### config.mk
export PLATFORM = sky130hd
export DESIGN_NAME = gap_buffer_text_store
export DESIGN_NICKNAME = d
export VERILOG_FILES = /design/src/rtl/gbts_pkg.sv /design/src/rtl/gbts_ram.sv /design/src/rtl/gbts_gap_unit.sv /design/src/rtl/gbts_seq.sv /design/src/rtl/gap_buffer_text_store.sv
export SDC_FILE = /design/constraint.sdc
export NUM_CORES = 2
export LEC_CHECK = 0
export BUFFER_PORTS_ARGS = -buffer_cell sky130_fd_sc_hd__buf_2
export CORE_MARGIN = 5
export CORE_UTILIZATION = 25
export CTS_CLUSTER_DIAMETER = 150
export DETAILED_ROUTE_END_ITERATION = 8
export GPL_TIMING_DRIVEN = 1
export PLACE_DENSITY = 0.42
export SETUP_SLACK_MARGIN = 0.1
export SLEW_MARGIN = 20
export SYNTH_ARGS = -nofsm -noshare
export SYNTH_HDL_FRONTEND = slang
export SYNTH_HIERARCHICAL = 1
export SYNTH_SLANG_ARGS = --single-unit
### constraint.sdc
create_clock -name clk -period 6.24 [get_ports clk]
set_input_delay 0.312 -clock clk [delete_from_list [all_inputs] [get_ports clk]]
set_output_delay 0.312 -clock clk [all_outputs]
set_load 0.01 [all_outputs]
### src/rtl/gbts_pkg.sv
// gbts_pkg: shared types, codes and constants for the gap buffer text store
// depends on nothing; imported by every module of the block

package gbts_pkg;

  // default store size and the refill byte
  localparam int          STORE_DEPTH_DEF = 128;
  localparam logic [7:0]  FILL_CHAR       = 8'd95;

  // operation codes carried on the input tuser
  localparam logic [1:0]  OP_INSERT = 2'd0;
  localparam logic [1:0]  OP_MOVE   = 2'd1;
  localparam logic [1:0]  OP_READ   = 2'd2;

  // result status codes
  localparam logic [1:0]  STAT_OK    = 2'd0;
  localparam logic [1:0]  STAT_FULL  = 2'd1;
  localparam logic [1:0]  STAT_RANGE = 2'd2;

  // sequencer states
  typedef enum logic [2:0] {
    S_CLEAR,
    S_IDLE,
    S_EXEC,
    S_MV_RD,
    S_MV_WR,
    S_FIN
  } seq_state_t;

  // one update request to the gap pointer unit
  typedef struct packed {
    logic insert;
    logic step_left;
    logic step_right;
  } gap_cmd_t;

  // compare results from the gap pointer unit
  typedef struct packed {
    logic full;        // gap is empty
    logic beyond;      // target past the text length
    logic at_cursor;   // target equals gap start
    logic left;        // target below gap start
    logic more_left;   // after this step, still above target
    logic more_right;  // after this step, still below target and text remains
  } gap_flags_t;

  // one result word
  typedef struct packed {
    logic [7:0] text_length;
    logic [7:0] cursor;
    logic [7:0] char_out;
    logic [1:0] status;
  } result_t;

endpackage

### src/rtl/gbts_ram.sv
// gbts_ram: single write, single read byte memory holding the text and the gap
// depends on gbts_pkg for the default store depth

module gbts_ram
  import gbts_pkg::*;
#(
  parameter int STORE_DEPTH = STORE_DEPTH_DEF,
  localparam int AW = $clog2(STORE_DEPTH)
) (
  input  logic          clk,
  input  logic          we,
  input  logic [AW-1:0] wa,
  input  logic [7:0]    wd,
  input  logic [AW-1:0] ra,
  output logic [7:0]    rd
);

  logic [7:0] mem [STORE_DEPTH];

  // write port
  always_ff @(posedge clk) begin
    if (we) begin
      mem[wa] <= wd;
    end
  end

  // registered read, old data on a same-address write
  always_ff @(posedge clk) begin
    rd <= mem[ra];
  end

endmodule

### src/rtl/gbts_gap_unit.sv
// gbts_gap_unit: gap start and end registers with the shared step adder and compares
// depends on gbts_pkg for gap_cmd_t and gap_flags_t

module gbts_gap_unit
  import gbts_pkg::*;
#(
  parameter int STORE_DEPTH = STORE_DEPTH_DEF,
  localparam int CW   = $clog2(STORE_DEPTH + 1),
  localparam int CMPW = (CW > 8) ? CW : 8
) (
  input  logic            clk,
  input  logic            rst,
  input  gap_cmd_t        cmd,
  input  logic [CMPW-1:0] tgt,
  output logic [CW-1:0]   gs,
  output logic [CW-1:0]   ge,
  output logic [CW-1:0]   gs_next,
  output logic [CW-1:0]   len_next,
  output gap_flags_t      flags
);

  localparam logic [CW-1:0] DEPTH_C = CW'(STORE_DEPTH);

  logic [CW-1:0]   ge_next;
  logic [CW-1:0]   len;
  logic [CMPW-1:0] gs_w;
  logic [CMPW-1:0] gs_next_w;
  logic [CMPW-1:0] len_w;

  // shared step: insert moves gap start, a shift moves both ends
  always_comb begin
    gs_next = gs;
    ge_next = ge;
    if (cmd.insert) begin
      gs_next = gs + CW'(1);
    end else if (cmd.step_left) begin
      gs_next = gs - CW'(1);
      ge_next = ge - CW'(1);
    end else if (cmd.step_right) begin
      gs_next = gs + CW'(1);
      ge_next = ge + CW'(1);
    end
  end

  // text length now and after the step
  assign len      = DEPTH_C - (ge - gs);
  assign len_next = DEPTH_C - (ge_next - gs_next);

  assign gs_w      = CMPW'(gs);
  assign gs_next_w = CMPW'(gs_next);
  assign len_w     = CMPW'(len);

  // compares against the target position
  always_comb begin
    flags.full       = (gs >= ge);
    flags.beyond     = (tgt > len_w);
    flags.at_cursor  = (tgt == gs_w);
    flags.left       = (tgt < gs_w);
    flags.more_left  = (gs_next_w > tgt);
    flags.more_right = (gs_next_w < tgt) && (ge_next < DEPTH_C);
  end

  // pointer registers
  always_ff @(posedge clk) begin
    if (rst) begin
      gs <= '0;
      ge <= DEPTH_C;
    end else begin
      gs <= gs_next;
      ge <= ge_next;
    end
  end

endmodule

### src/rtl/gbts_seq.sv
// gbts_seq: sequencer for clearing, insert, read and the one-slot-at-a-time cursor move
// depends on gbts_pkg; drives gbts_ram and gbts_gap_unit

module gbts_seq
  import gbts_pkg::*;
#(
  parameter int STORE_DEPTH = STORE_DEPTH_DEF,
  localparam int AW   = $clog2(STORE_DEPTH),
  localparam int CW   = $clog2(STORE_DEPTH + 1),
  localparam int CMPW = (CW > 8) ? CW : 8
) (
  input  logic            clk,
  input  logic            rst,
  // input word
  input  logic            in_valid,
  output logic            in_ready,
  input  logic [1:0]      in_func,
  input  logic [7:0]      in_char,
  input  logic [7:0]      in_pos,
  // result word
  output logic            res_valid,
  output result_t         res,
  input  logic            out_free,
  // memory
  output logic            ram_we,
  output logic [AW-1:0]   ram_wa,
  output logic [7:0]      ram_wd,
  output logic [AW-1:0]   ram_ra,
  input  logic [7:0]      ram_rd,
  // gap unit
  output gap_cmd_t        cmd,
  output logic [CMPW-1:0] tgt,
  input  logic [CW-1:0]   gs,
  input  logic [CW-1:0]   ge,
  input  logic [CW-1:0]   gs_next,
  input  logic [CW-1:0]   len_next,
  input  gap_flags_t      flags
);

  localparam logic [AW-1:0]   CLR_LAST = AW'(STORE_DEPTH - 1);
  localparam logic [CMPW-1:0] DEPTH_W  = CMPW'(STORE_DEPTH);

  seq_state_t      state, state_next;
  logic [AW-1:0]   clr_cnt;
  logic [1:0]      func;
  logic [7:0]      ch;
  logic [CMPW-1:0] pos;
  logic            dir_left;
  result_t         res_q;
  result_t         res_now;
  logic            finish;
  logic [AW-1:0]   src_addr;
  logic [AW-1:0]   dst_addr;
  logic [CMPW-1:0] in_pos_w;

  assign in_pos_w = CMPW'(in_pos);
  assign tgt      = pos;

  // shift addresses: left moves slot gs-1 to ge-1, right moves ge to gs
  assign src_addr = dir_left ? AW'(gs - CW'(1)) : AW'(ge);
  assign dst_addr = dir_left ? AW'(ge - CW'(1)) : AW'(gs);

  // next state
  always_comb begin
    state_next = state;
    case (state)
      S_CLEAR: begin
        if (clr_cnt == CLR_LAST) state_next = S_IDLE;
      end
      S_IDLE: begin
        if (in_valid) state_next = S_EXEC;
      end
      S_EXEC: begin
        if (func == OP_MOVE && !flags.beyond && !flags.at_cursor) begin
          state_next = S_MV_RD;
        end else if (!out_free) begin
          state_next = S_FIN;
        end else begin
          state_next = S_IDLE;
        end
      end
      S_MV_RD: state_next = S_MV_WR;
      S_MV_WR: begin
        if (dir_left ? flags.more_left : flags.more_right) begin
          state_next = S_MV_RD;
        end else if (!out_free) begin
          state_next = S_FIN;
        end else begin
          state_next = S_IDLE;
        end
      end
      S_FIN: begin
        if (out_free) state_next = S_IDLE;
      end
      default: state_next = S_IDLE;
    endcase
  end

  // outputs per state
  always_comb begin
    in_ready         = 1'b0;
    ram_we           = 1'b0;
    ram_wa           = src_addr;
    ram_wd           = FILL_CHAR;
    ram_ra           = src_addr;
    cmd              = '0;
    finish           = 1'b0;
    res_now.status   = STAT_OK;
    res_now.char_out = 8'd0;
    res_now.cursor   = 8'(gs_next);
    res_now.text_length = 8'(len_next);
    case (state)
      S_CLEAR: begin
        ram_we = 1'b1;
        ram_wa = clr_cnt;
      end
      S_IDLE: begin
        // read is issued on the incoming position so data is ready next cycle
        in_ready = 1'b1;
        ram_ra   = AW'(in_pos_w);
      end
      S_EXEC: begin
        case (func)
          OP_INSERT: begin
            finish = 1'b1;
            if (flags.full) begin
              res_now.status = STAT_FULL;
            end else begin
              ram_we     = 1'b1;
              ram_wa     = AW'(gs);
              ram_wd     = ch;
              cmd.insert = 1'b1;
            end
          end
          OP_MOVE: begin
            if (flags.beyond) begin
              finish         = 1'b1;
              res_now.status = STAT_RANGE;
            end else if (flags.at_cursor) begin
              finish = 1'b1;
            end
          end
          OP_READ: begin
            finish = 1'b1;
            if (pos >= DEPTH_W) begin
              res_now.status = STAT_RANGE;
            end else begin
              res_now.char_out = ram_rd;
            end
          end
          default: finish = 1'b1;
        endcase
      end
      S_MV_RD: begin
        // fetch the slot leaving and refill it in the same cycle
        ram_we = 1'b1;
      end
      S_MV_WR: begin
        ram_we         = 1'b1;
        ram_wa         = dst_addr;
        // with no gap the slot moves onto itself and ends up refilled
        ram_wd         = flags.full ? FILL_CHAR : ram_rd;
        cmd.step_left  = dir_left;
        cmd.step_right = !dir_left;
        finish         = !(dir_left ? flags.more_left : flags.more_right);
      end
      default: ;
    endcase
  end

  // result handoff, held here while the output register is busy
  assign res_valid = finish || (state == S_FIN);
  assign res       = (state == S_FIN) ? res_q : res_now;

  // control registers
  always_ff @(posedge clk) begin
    if (rst) begin
      state   <= S_CLEAR;
      clr_cnt <= '0;
    end else begin
      state <= state_next;
      if (state == S_CLEAR) clr_cnt <= clr_cnt + AW'(1);
    end
  end

  // item and pending result registers
  always_ff @(posedge clk) begin
    if (state == S_IDLE && in_valid) begin
      func <= in_func;
      ch   <= in_char;
      pos  <= in_pos_w;
    end
    if (state == S_EXEC) dir_left <= flags.left;
    if (finish && !out_free) res_q <= res_now;
  end

endmodule

### src/rtl/gap_buffer_text_store.sv
// gap_buffer_text_store: top level with stream ports and the output register
// depends on gbts_pkg, gbts_ram, gbts_gap_unit and gbts_seq
//
//   channel   dir  tdata fields (low bit up)                        tuser
//   s_*       in   char_in[7:0], position[15:8]                     func[1:0]
//   m_*       out  status[1:0], char_out[9:2], cursor[17:10],       -
//                  text_length[25:18]
//
// insert, read and refused operations are accepted in the idle state and finished in the
// execute state, at whose end the result word is loaded if the output register is free.
// a cursor move shifts one character at a time across the gap:
// each shift needs a read-and-refill write and a data write on the one memory write port.
// after reset the memory is swept to '_' with s_tready low.
// a new word is taken while a result waits in the output register; the block then
// holds its own finished result until m_tready frees that register.

module gap_buffer_text_store
  import gbts_pkg::*;
#(
  parameter int STORE_DEPTH = STORE_DEPTH_DEF
) (
  input  logic        clk,
  input  logic        rst,
  input  logic        s_tvalid,
  output logic        s_tready,
  input  logic [15:0] s_tdata,   // char_in[7:0], position[15:8]
  input  logic [1:0]  s_tuser,   // func[1:0]
  output logic        m_tvalid,
  input  logic        m_tready,
  output logic [31:0] m_tdata    // status[1:0], char_out[9:2], cursor[17:10], text_length[25:18]
);

  localparam int AW   = $clog2(STORE_DEPTH);
  localparam int CW   = $clog2(STORE_DEPTH + 1);
  localparam int CMPW = (CW > 8) ? CW : 8;

  logic            ram_we;
  logic [AW-1:0]   ram_wa;
  logic [7:0]      ram_wd;
  logic [AW-1:0]   ram_ra;
  logic [7:0]      ram_rd;
  gap_cmd_t        cmd;
  logic [CMPW-1:0] tgt;
  logic [CW-1:0]   gs;
  logic [CW-1:0]   ge;
  logic [CW-1:0]   gs_next;
  logic [CW-1:0]   len_next;
  gap_flags_t      flags;
  logic            res_valid;
  result_t         res;
  logic            out_free;

  gbts_ram #(.STORE_DEPTH(STORE_DEPTH)) u_ram (
    .clk (clk),
    .we  (ram_we),
    .wa  (ram_wa),
    .wd  (ram_wd),
    .ra  (ram_ra),
    .rd  (ram_rd)
  );

  gbts_gap_unit #(.STORE_DEPTH(STORE_DEPTH)) u_gap (
    .clk      (clk),
    .rst      (rst),
    .cmd      (cmd),
    .tgt      (tgt),
    .gs       (gs),
    .ge       (ge),
    .gs_next  (gs_next),
    .len_next (len_next),
    .flags    (flags)
  );

  gbts_seq #(.STORE_DEPTH(STORE_DEPTH)) u_seq (
    .clk       (clk),
    .rst       (rst),
    .in_valid  (s_tvalid),
    .in_ready  (s_tready),
    .in_func   (s_tuser),
    .in_char   (s_tdata[7:0]),
    .in_pos    (s_tdata[15:8]),
    .res_valid (res_valid),
    .res       (res),
    .out_free  (out_free),
    .ram_we    (ram_we),
    .ram_wa    (ram_wa),
    .ram_wd    (ram_wd),
    .ram_ra    (ram_ra),
    .ram_rd    (ram_rd),
    .cmd       (cmd),
    .tgt       (tgt),
    .gs        (gs),
    .ge        (ge),
    .gs_next   (gs_next),
    .len_next  (len_next),
    .flags     (flags)
  );

  // output register is free when empty or being drained
  assign out_free = !m_tvalid || m_tready;

  // output valid
  always_ff @(posedge clk) begin
    if (rst) begin
      m_tvalid <= 1'b0;
    end else if (out_free) begin
      m_tvalid <= res_valid;
    end
  end

  // output word
  always_ff @(posedge clk) begin
    if (out_free && res_valid) begin
      m_tdata <= {6'd0, res};
    end
  end

endmodule

==> flow_metrics.env <==
export IMPL_cp_common_cell="inv_1"
export IMPL_cts_buffers_inserted=131
export IMPL_fin_crit_sh_pct=93.3
export IMPL_setup_tns_ns=0
export IMPL_numClockSinks=1130
export IMPL_rsz0062_at_grt="no"
export IMPL_period_needed_ns=5.82
export IMPL_synth_edff_count=1095
export IMPL_vias=22473
export IMPL_worst_slew_pin_slew_ns=1.11
export IMPL_dp_hpwl_um=79500
export IMPL_outcome="completed"
export IMPL_fillers=17704
export IMPL_core_um2=183000
export IMPL_synth_most_common_cell="edfxtp_1"
export IMPL_cts_tree="done"
export IMPL_syn_area_per_cell_um2=20.8
export IMPL_placed_area_um2=49900
export IMPL_synthFlopType="edfxtp_1"
export IMPL_max_stage_delay_ns=0.47
export IMPL_p_clk_share_pct=46.5
export IMPL_layout_nets=2509
export IMPL_ant_nets=0
export IMPL_synth_top_area_share_pct=71.7
export IMPL_hold_viol=0
export IMPL_criticalPathCategory="reg2reg"
export IMPL_finish_instance_area_um2=54200
export IMPL_avgViaCountPerCell=4.51
export IMPL_synth_area_um2=45900
export IMPL_syn_to_final_growth_pct=18.2
export IMPL_crit_path_start_kind="flip-flop"
export IMPL_overflow=0
export IMPL_grt_pass1_wl_um=178000
export IMPL_clock_path_buffers=3
export IMPL_ioPinCount=56
export IMPL_share_comb_of_total_power_pct=0.8
export IMPL_wl_per_cell_um=24.7
export IMPL_synth_top_area_cell="edfxtp_1"
export IMPL_drv_cap=0
export IMPL_die_w_um=438
export IMPL_required_ns=6.66
export IMPL_crit_slowest_cell="or4_4"
export IMPL_netlist_cell_type_count=80
export IMPL_peakVddDrop_v=0.000260
export IMPL_p_leak_uw=0.0187
export IMPL_first_global_vias=23597
export IMPL_max_freq_ghz=0.172
export IMPL_pwr_share_seq_pct=52.7
export IMPL_finalClockSkew_ns=0.0244
export IMPL_setup_violations=0
export IMPL_synthArstFlopShare_pct=0
export IMPL_ys_top_cells_by_area="edfxtp_1 (72%), mux4_2 (16%), ha_1 (1.6%)"
export IMPL_antenna_found_initial=5
export IMPL_crit_path_end_kind="flip-flop"
export IMPL_dieArea_um2=192000
export IMPL_slew_headroom_pct=25.9
export IMPL_whs_ns=0.0983
export IMPL_path_clk_slew_ns=0.06
export IMPL_seq_area_frac_synth_pct=73.2
export IMPL_portBuffers=49
export IMPL_dr_first_iter_drc_count=1753
export IMPL_crit_path_max_fanout=26
export IMPL_gp_congestion=0.837
export IMPL_drive_above_1_share_pct=29.5
export IMPL_grtUsageTotal_pct=12.8
export IMPL_synthCells=2210
export IMPL_clk_latency_ns=0.74
export IMPL_p_sw_share_pct=19.9
export IMPL_yosysWarnings=6
export IMPL_worstPathArrival_ns=6.24
export IMPL_std_cell_rows=157
export IMPL_internal_power_uw=12500
export IMPL_pwr_density_cell_nw_per_um2=288
export IMPL_start_util_pct=25.1
export IMPL_first_pass_iters=5
export IMPL_ys_top_cells_by_count="edfxtp_1 (1095), mux4_2 (336), nor2_1 (160)"
export IMPL_hp_class="in2reg"
export IMPL_route_detailed_drc=0
export IMPL_p_sw_uw=3100
export IMPL_cts_root_buf="clkbuf_16"
export IMPL_drv_slew=0
export IMPL_htree_levels=4
export IMPL_chipHeight_um=438
export IMPL_synth_seq_cells=1130
export IMPL_drt_total_wl_um=123000
export IMPL_grt_max_degree=87
-- routing by layer --
layer	vias up	share of wire, %	global-route usage (%)
li1	9554	-	-
met1	12237	45	17.7
met2	554	49	21.0
met3	128	4.5	2.18
met4	0	1.6	3.02
met5	-	0	0
-- critical path, delay by kind of cell, from the launching register on --
family | cells | cell delay, ns
simple gates | 9 | 1.74
compound gates | 9 | 1.51
fa+ha+maj | 3 | 0.81
buf+inv | 5 | 0.66
flops | 1 | 0.31
mux | 1 | 0.23
xor+xnor | 1 | 0.22
-- layout by cell type, fill, tap and decap left out, types with 13 or more instances in the layout --
cell type,Yosys,layout
inv_1,49,49
xnor2_1,22,22
mux4_2,336,336
buf_12,0,17
mux2_2,25,25
edfxtp_1,1095,1095
o21ai_0,23,18
nor2_1,160,160
nor3_1,16,16
buf_4,18,101
clkinv_1,1,33
buf_2,25,49
ha_1,58,58
dlygate4sd3_1,0,20
dfxtp_1,35,35
nand2_1,39,39
nor2b_1,24,23
clkbuf_1,49,28
nand4_1,15,15
a21oi_1,27,27
clkbuf_16,0,132
nand3_1,17,17
clkinv_2,0,13
xor2_1,14,14
-- layout make-up --
type / count / area, um^2 / area share, %
clock inverter: 70 / 608 / 1.12
timing repair buffer: 189 / 1580 / 2.92
multi-input combinational: 919 / 11700 / 21.6
inverter: 52 / 195 / 0.360
antenna: 1 / 2.50 / 0.00462
clock buffer: 162 / 3440 / 6.34
sequential: 1130 / 33600 / 62.0
tap: 2464 / 3080 / 5.69
-- worst paths after layout --
check | startpoint | to | slack [ns] | cells after the start
worst max-delay path | u_gap/gs[0] | u_seq/res_q[13] | 0.42 | 28
worst min-delay path | rst | u_gap/gs[0] | 0.1 | 2
worst max register to register | u_gap/gs[0] | u_seq/res_q[13] | 0.42 | 28
worst min register to register | u_seq/res_q[1] | m_tdata[1] | 0.52 | 1
-- power by group through the flow --
stage	Combinational, uW	Clock, uW	Sequential, uW
global route	125	7810	8210
finish	119	7250	8220
floorplan	44.9	0	8370
detailed placement	111	0	8370
CTS	123	7490	8210
global placement	111	0	8370
-- state kept, by name (all words and copies together) (netlist names), 7 cells and up --
register	cells
u_ram/mem	1024
m_tdata	26
u_gap/ge	8
u_seq/clr_cnt	7
u_seq/ch	8
u_seq/tgt	8
u_seq/res_q	26
u_ram/rd	8
u_gap/gs	8
-- stage by stage --
step | util [%] | power (uW) | cells | setup slack, ns
after floorplan | - | 8420 | 2215 | 0.754
after global placement | 27.3 | 8480 | 4732 | 0.393
after detailed placement | 27.3 | 8480 | 4732 | 0.325
after CTS | 29.6 | 15800 | 4984 | 0.299
after global routing | 29.6 | 16100 | 4986 | 0.163
final | 29.6 | 15600 | 4987 | 0.415
-- repair_timing --
action | in CTS | in global routing
setup buffers | 0 | 0
hold buffers | 20 | 0
endpoints found under the setup margin | 0 | 26
hold endpoints to repair | 22 | 0
resized for setup | 0 | 2
-- cell families after synthesis --
family	count (synthesis)	synth area share, %
fa+ha+maj	64	1.84
xor+xnor	38	0.758
simple gates	325	3.49
flops	1130	73.2
compound gates	118	1.82
buf+inv	166	1.61
other cells	1	0.00818
mux	368	17.3
(Power assumes the default switching activity.)
